===== src/rtl/fpr_pkg.sv =====
package fpr_pkg;

    localparam logic [7:0] START_BYTE = 8'h02;
    localparam logic [7:0] END_BYTE   = 8'h03;

    typedef enum logic [2:0] {
        PH_HUNT   = 3'd0,
        PH_LENGTH = 3'd1,
        PH_DATA   = 3'd2,
        PH_CHECK  = 3'd3,
        PH_END    = 3'd4
    } t_phase;

    typedef logic [1:0] t_kind;

    localparam t_kind KIND_DATA   = 2'd0;
    localparam t_kind KIND_GOOD   = 2'd1;
    localparam t_kind KIND_BADSUM = 2'd2;
    localparam t_kind KIND_NOEND  = 2'd3;

    typedef struct packed {
        t_phase     phase;
        logic [7:0] length_seen;
        logic [7:0] byte_count;
        logic [7:0] running_xor;
        logic [7:0] checksum_seen;
    } t_state;

    typedef struct packed {
        logic       valid;
        t_kind      kind;
        logic [7:0] payload_byte;
        logic [7:0] payload_index;
        logic [7:0] frame_length;
    } t_result;

endpackage


===== src/rtl/fpr_step.sv =====
module fpr_step (
    input  fpr_pkg::t_state  i_state,
    input  logic [7:0]       i_rx_byte,
    output fpr_pkg::t_state  o_state,
    output fpr_pkg::t_result o_result
);

    logic [7:0] count_inc;

    assign count_inc = i_state.byte_count + 8'd1;

    always_comb begin
        o_state                = i_state;
        o_result.valid         = 1'b0;
        o_result.kind          = fpr_pkg::KIND_DATA;
        o_result.payload_byte  = 8'd0;
        o_result.payload_index = 8'd0;
        o_result.frame_length  = i_state.length_seen;

        unique case (i_state.phase)
            fpr_pkg::PH_HUNT: begin
                if (i_rx_byte == fpr_pkg::START_BYTE) begin
                    o_state.running_xor = 8'd0;
                    o_state.phase       = fpr_pkg::PH_LENGTH;
                end
            end
            fpr_pkg::PH_LENGTH: begin
                o_state.length_seen = i_rx_byte;
                o_state.running_xor = i_state.running_xor ^ i_rx_byte;
                o_state.byte_count  = 8'd0;
                o_state.phase       = (i_rx_byte == 8'd0) ? fpr_pkg::PH_CHECK
                                                          : fpr_pkg::PH_DATA;
            end
            fpr_pkg::PH_DATA: begin
                o_result.valid         = 1'b1;
                o_result.kind          = fpr_pkg::KIND_DATA;
                o_result.payload_byte  = i_rx_byte;
                o_result.payload_index = i_state.byte_count;
                o_state.running_xor    = i_state.running_xor ^ i_rx_byte;
                o_state.byte_count     = count_inc;
                if (count_inc >= i_state.length_seen) begin
                    o_state.phase = fpr_pkg::PH_CHECK;
                end
            end
            fpr_pkg::PH_CHECK: begin
                o_state.checksum_seen = i_rx_byte;
                o_state.phase         = fpr_pkg::PH_END;
            end
            fpr_pkg::PH_END: begin
                o_result.valid = 1'b1;
                priority if (i_rx_byte != fpr_pkg::END_BYTE) begin
                    o_result.kind = fpr_pkg::KIND_NOEND;
                end else if (i_state.checksum_seen == i_state.running_xor) begin
                    o_result.kind = fpr_pkg::KIND_GOOD;
                end else begin
                    o_result.kind = fpr_pkg::KIND_BADSUM;
                end
                o_state.phase = fpr_pkg::PH_HUNT;
            end
            default: begin
                o_state.phase = fpr_pkg::PH_HUNT;
            end
        endcase
    end

endmodule


===== src/rtl/framed_packet_receiver.sv =====
// Deframes STX/length/payload/XOR/ETX packets from a byte stream. One byte is
// taken per cycle while o_stall is low; the frame state updates in the same
// cycle and any result (a payload byte with its index, or the frame verdict)
// lands in a single output register, valid in the cycle after the transfer.
// o_stall is raised only while that register holds a result the downstream
// side is stalling, which is what limits the input rate below one per cycle.
module framed_packet_receiver (
    input  logic       i_clk,
    input  logic       i_rst_n,
    input  logic       i_valid,
    output logic       o_stall,
    input  logic [7:0] i_rx_byte,
    output logic       o_valid,
    input  logic       i_stall,
    output logic [1:0] o_kind,
    output logic [7:0] o_payload_byte,
    output logic [7:0] o_payload_index,
    output logic [7:0] o_frame_length
);

    fpr_pkg::t_state  r_state;
    fpr_pkg::t_state  n_state;
    fpr_pkg::t_result step_res;
    logic             r_out_valid;
    logic             n_out_valid;
    fpr_pkg::t_result r_out;
    logic             accept;
    logic             out_free;

    fpr_step u_step (
        .i_state   (r_state),
        .i_rx_byte (i_rx_byte),
        .o_state   (n_state),
        .o_result  (step_res)
    );

    assign out_free = !r_out_valid || !i_stall;
    assign o_stall  = !out_free;
    assign accept   = i_valid && out_free;

    always_comb begin
        n_out_valid = r_out_valid;
        if (out_free) begin
            n_out_valid = accept && step_res.valid;
        end
    end

    always_ff @(posedge i_clk) begin
        if (!i_rst_n) begin
            r_state     <= '{phase: fpr_pkg::PH_HUNT, default: '0};
            r_out_valid <= 1'b0;
        end else begin
            r_out_valid <= n_out_valid;
            if (accept) begin
                r_state <= n_state;
            end
        end
    end

    always_ff @(posedge i_clk) begin
        if (accept && step_res.valid) begin
            r_out <= step_res;
        end
    end

    assign o_valid         = r_out_valid;
    assign o_kind          = r_out.kind;
    assign o_payload_byte  = r_out.payload_byte;
    assign o_payload_index = r_out.payload_index;
    assign o_frame_length  = r_out.frame_length;

endmodule


===== config.mk =====
export PLATFORM = sky130hd
export DESIGN_NAME = framed_packet_receiver
export DESIGN_NICKNAME = d
export VERILOG_FILES = /design/src/rtl/fpr_pkg.sv /design/src/rtl/fpr_step.sv /design/src/rtl/framed_packet_receiver.sv
export SDC_FILE = /design/constraint.sdc
export NUM_CORES = 1
export LEC_CHECK = 0
export BUFFER_PORTS_ARGS = -buffer_cell sky130_fd_sc_hd__buf_4
export CAP_MARGIN = 20
export CELL_PAD_IN_SITES_DETAIL_PLACEMENT = 1
export CELL_PAD_IN_SITES_GLOBAL_PLACEMENT = 1
export CORE_ASPECT_RATIO = 0.7
export CORE_MARGIN = 2
export CORE_UTILIZATION = 45
export CTS_BUF_LIST = sky130_fd_sc_hd__clkbuf_8
export DETAILED_ROUTE_END_ITERATION = 8
export PLACE_DENSITY = 0.83
export SLEW_MARGIN = 30
export SYNTH_ARGS = -nofsm -noshare
export SYNTH_HDL_FRONTEND = slang
export SYNTH_SLANG_ARGS = --single-unit

===== constraint.sdc =====
create_clock -name i_clk -period 3.38 [get_ports i_clk]
set_input_delay 0.338 -clock i_clk [delete_from_list [all_inputs] [get_ports i_clk]]
set_output_delay 0.338 -clock i_clk [all_outputs]
set_load 0.01 [all_outputs]

==> results.tsv <==
stage	metric	value	unit
status	status	finished clean	
sta	final hold vios	0	
layout	n_diodes	0	
floorplan	Top Ports	40	
worst_setup_path	endpoint type of the worst setup path	register	
sta	slew margin rel.	0.498	
detailed_routing	Avg WL per Cell	17.8	um
worst_setup_path	Worst Setup Start Kind	register	
global_routing	largest net degree at the start of global routing	33	
sta	fin. max-slew vios	0	
layout	nets@finish	323	
synthesis	cell taking the most area after synthesis	edfxtp_1	
clocking	CTS Root Cell	clkbuf_8	
sta	RSZ-0062 raised after global routing	no	
placed_design	Buffers on Ports	39	
global_routing	initial antenna violation count	0	
synthesis	EDFF count, synth	26	
floorplan	row count	24	
synthesis	Most used DFF post-synth	dfxtp_1	
power_and_ir_drop	combinational share of power	0.026	
detailed_routing	via count	2044	
layout	Cell Count, Final, Fillers Out	385	
power_and_ir_drop	Pwr Total	1.56	mW
placed_design	Setup WS pre-CTS	0.889	ns
detailed_routing	drt pass-1 iters	4	
clocking	total CTS buffers	9	
global_routing	total gr overflow	0	
sta	Fmax	383	MHz
global_routing	first-pass GRT wire length	11200	um
worst_setup_path	Worst Setup SP	r_state[16]$_SDFFE_PN0P_	
floorplan	Die Height	71.6	um
power_and_ir_drop	Pint	1.21	mW
sta	Fin Setup TNS	0	ns
sta	minimum period implied by the final worst setup slack	2.61	ns
sta	endpoints failing setup	0	
power_and_ir_drop	Clock Power Share	0.477	
layout	commonest non-fill, non-tap cell in the layout	buf_4	
clocking	Max clock buf depth	2	
placed_design	gp weighted congestion	0.783	
layout	Post-Route Utilization	0.553	
floorplan	core area	0.00628	mm^2
power_and_ir_drop	Seq pwr share	0.497	
layout	P&R area growth vs syn	18.1	%
clocking	clk_lat worst skew	0.36	ns
synthesis	register bit total from synthesis	62	
synthesis	Ys Warns	0	
flow_run	Max-Cap Viols	0	
synthesis	syn nets	283	
detailed_routing	metal2 WL	3290	um
power_and_ir_drop	Psw	0.348	mW
worst_setup_path	WP data required	3.62	ns
placed_design	placed cell count	369	
layout	post-route cell area	0.00347	mm^2
global_routing	Total GRT Usage	0.206	
clocking	CTS tree	done	
clocking	CTS sink count	62	
synthesis	sequential area share after synthesis	0.511	
sta	worst slew pin tran	0.753	ns
placed_design	placed wire-length estimate	4560	um
worst_setup_path	critical path fanouts, max	7	
min_path	HP Class	input port to register	
clocking	post-CTS setup buffers	0	
synthesis	post-synth top area share	0.266	
power_and_ir_drop	switching part of the total	0.224	
layout	most frequent cells in the layout	buf_4 (40), dfxtp_1 (36), edfxtp_1 (26)	
detailed_routing	Iter 0 DRT Violations	62	
power_and_ir_drop	P_leak	1.28	nW
floorplan	Initial Util	0.469	
synthesis	Syn Std Cell Area	0.00294	mm^2
global_routing	vias in the first global route	2211	
detailed_routing	max layer used	met4	
detailed_routing	Via-to-Cell Ratio	5.31	
synthesis	Avg Cell Area, Syn	11.2	um^2
synthesis	Syn Inst Count	262	
clocking	CTS H-tree lvls	3	
floorplan	Chip Width	101	um
detailed_routing	M1 WL	3250	um
detailed_routing	routed length on met3	225	um
detailed_routing	Post-Route WL	6850	um
synthesis	Synth area leaders	edfxtp_1 (27%), dfxtp_1 (25%), mux2i_1 (5.8%)	
layout	share of post-route cells with drive strength above 1	0.228	
placed_design	Cell Area, Placed	0.00325	mm^2
layout	filler cell count	682	
sta	setup slack after layout	0.769	ns
power_and_ir_drop	worst ir drop on vdd	0.194	mV
sta	hold slack	0.292	ns
clocking	Resized cells post-CTS	0	
clocking	clock transition at the registers of the reported paths	0.08	ns
sta	final setup skew	0.00994	ns
sta	period utilization	0.772	
worst_setup_path	CP Class	register to register	
detailed_routing	antenna viol nets, final	0	
worst_setup_path	Reg-to-Reg Start	r_state[16]$_SDFFE_PN0P_	
synthesis	asr flop ratio synth	0	
detailed_routing	DRC viols	0	
power_and_ir_drop	PD cells	448	mW/mm^2
worst_setup_path	critical path arrival	2.85	ns
min_path	hold_sp	i_rx_byte[7]	
floorplan	die area	0.00721	mm^2
synthesis	Netlist cell types	47	
clocking	cts hold-fix bufs	0	
## metal layers
metal | global-route usage | up-vias
met4 | 0.0685 | 0
met3 | 0.0507 | 11
met5 | 0 | -
met2 | 0.339 | 38
met1 | 0.268 | 1019
li1 | - | 976
## synthesized netlist by cell type (2+ instances only)
master / count
dfxtp_1: 36
edfxtp_1: 26
nand2_1: 22
nor2b_1: 19
and2_1: 17
mux2i_1: 17
nor2_1: 13
xnor2_1: 12
xor2_1: 11
ha_1: 9
inv_1: 9
nand3_1: 5
nor3_1: 5
o21a_1: 5
a21oi_1: 4
buf_6: 4
nand4_1: 4
clkbuf_1: 3
o21ai_1: 3
a21boi_0: 2
a21boi_1: 2
a22oi_1: 2
and3_1: 2
buf_4: 2
nor3_4: 2
nor3b_1: 2
nor3b_4: 2
o211a_1: 2
o21ai_0: 2
## worst max-delay path, stage by stage (launching register included)
cell	delay (ns)
dfxtp_1	0.46
and3_1	0.24
nand3_1	0.19
nor2_1	0.26
xor2_1	0.11
ha_1	0.31
nand2_1	0.09
o41ai_2	0.52
and2_4	0.24
o21ai_1	0.08
## worst paths after layout
| kind | depth (start not counted) | endpoint | slack [ns] |
|---|---|---|---|
| hold reg to reg | 0 | o_frame_length[0]$_DFFE_PP_ | 0.49 |
| setup reg to reg | 9 | r_state[33]$_SDFFE_PN0P_ | 0.77 |
| setup / recovery | 9 | r_state[33]$_SDFFE_PN0P_ | 0.77 |
| hold / removal | 3 | r_state[31]$_SDFFE_PN0P_ | 0.29 |
## final cells by class
| class | instances | area [um^2] | share of cell area |
|---|---|---|---|
| Clock inverter | 7 | 97.6 | 0.0281 |
| Sequential cell | 62 | 1500 | 0.432 |
| Tap cell | 78 | 97.6 | 0.0281 |
| Clock buffer | 9 | 124 | 0.0357 |
| Multi-Input combinational cell | 180 | 1320 | 0.379 |
| Timing Repair Buffer | 40 | 300 | 0.0865 |
| Inverter | 9 | 33.8 | 0.00973 |
## power by group through the flow
stage	sequential [mW]	combinational, mW	clock (mW)
global placement	0.790	0.0392	0
global route	0.773	0.0435	0.777
finish	0.773	0.0401	0.742
CTS	0.773	0.0405	0.748
detailed placement	0.790	0.0400	0
floorplan	0.790	0.0193	0
## flip-flops by register name, summed over array words and instances, names as in the netlist
| name | flops |
|---|---|
| r_state | 35 |
| o_kind | 2 |
| o_payload_index | 8 |
| o_valid | 1 |
| o_frame_length | 8 |
| o_payload_byte | 8 |
## cell families after synthesis
| family | Yosys count | share of synthesized area |
|---|---|---|
| buffers and inverters | 20 | 0.0430 |
| DFF | 62 | 0.511 |
| xor gates and xnor gates | 24 | 0.0740 |
| adders and majority gates | 9 | 0.0383 |
| and+or+nand+nor | 102 | 0.205 |
| muxes | 17 | 0.0579 |
| AOI/OAI and AO/OA | 28 | 0.0711 |
(Power assumes the default switching activity.)
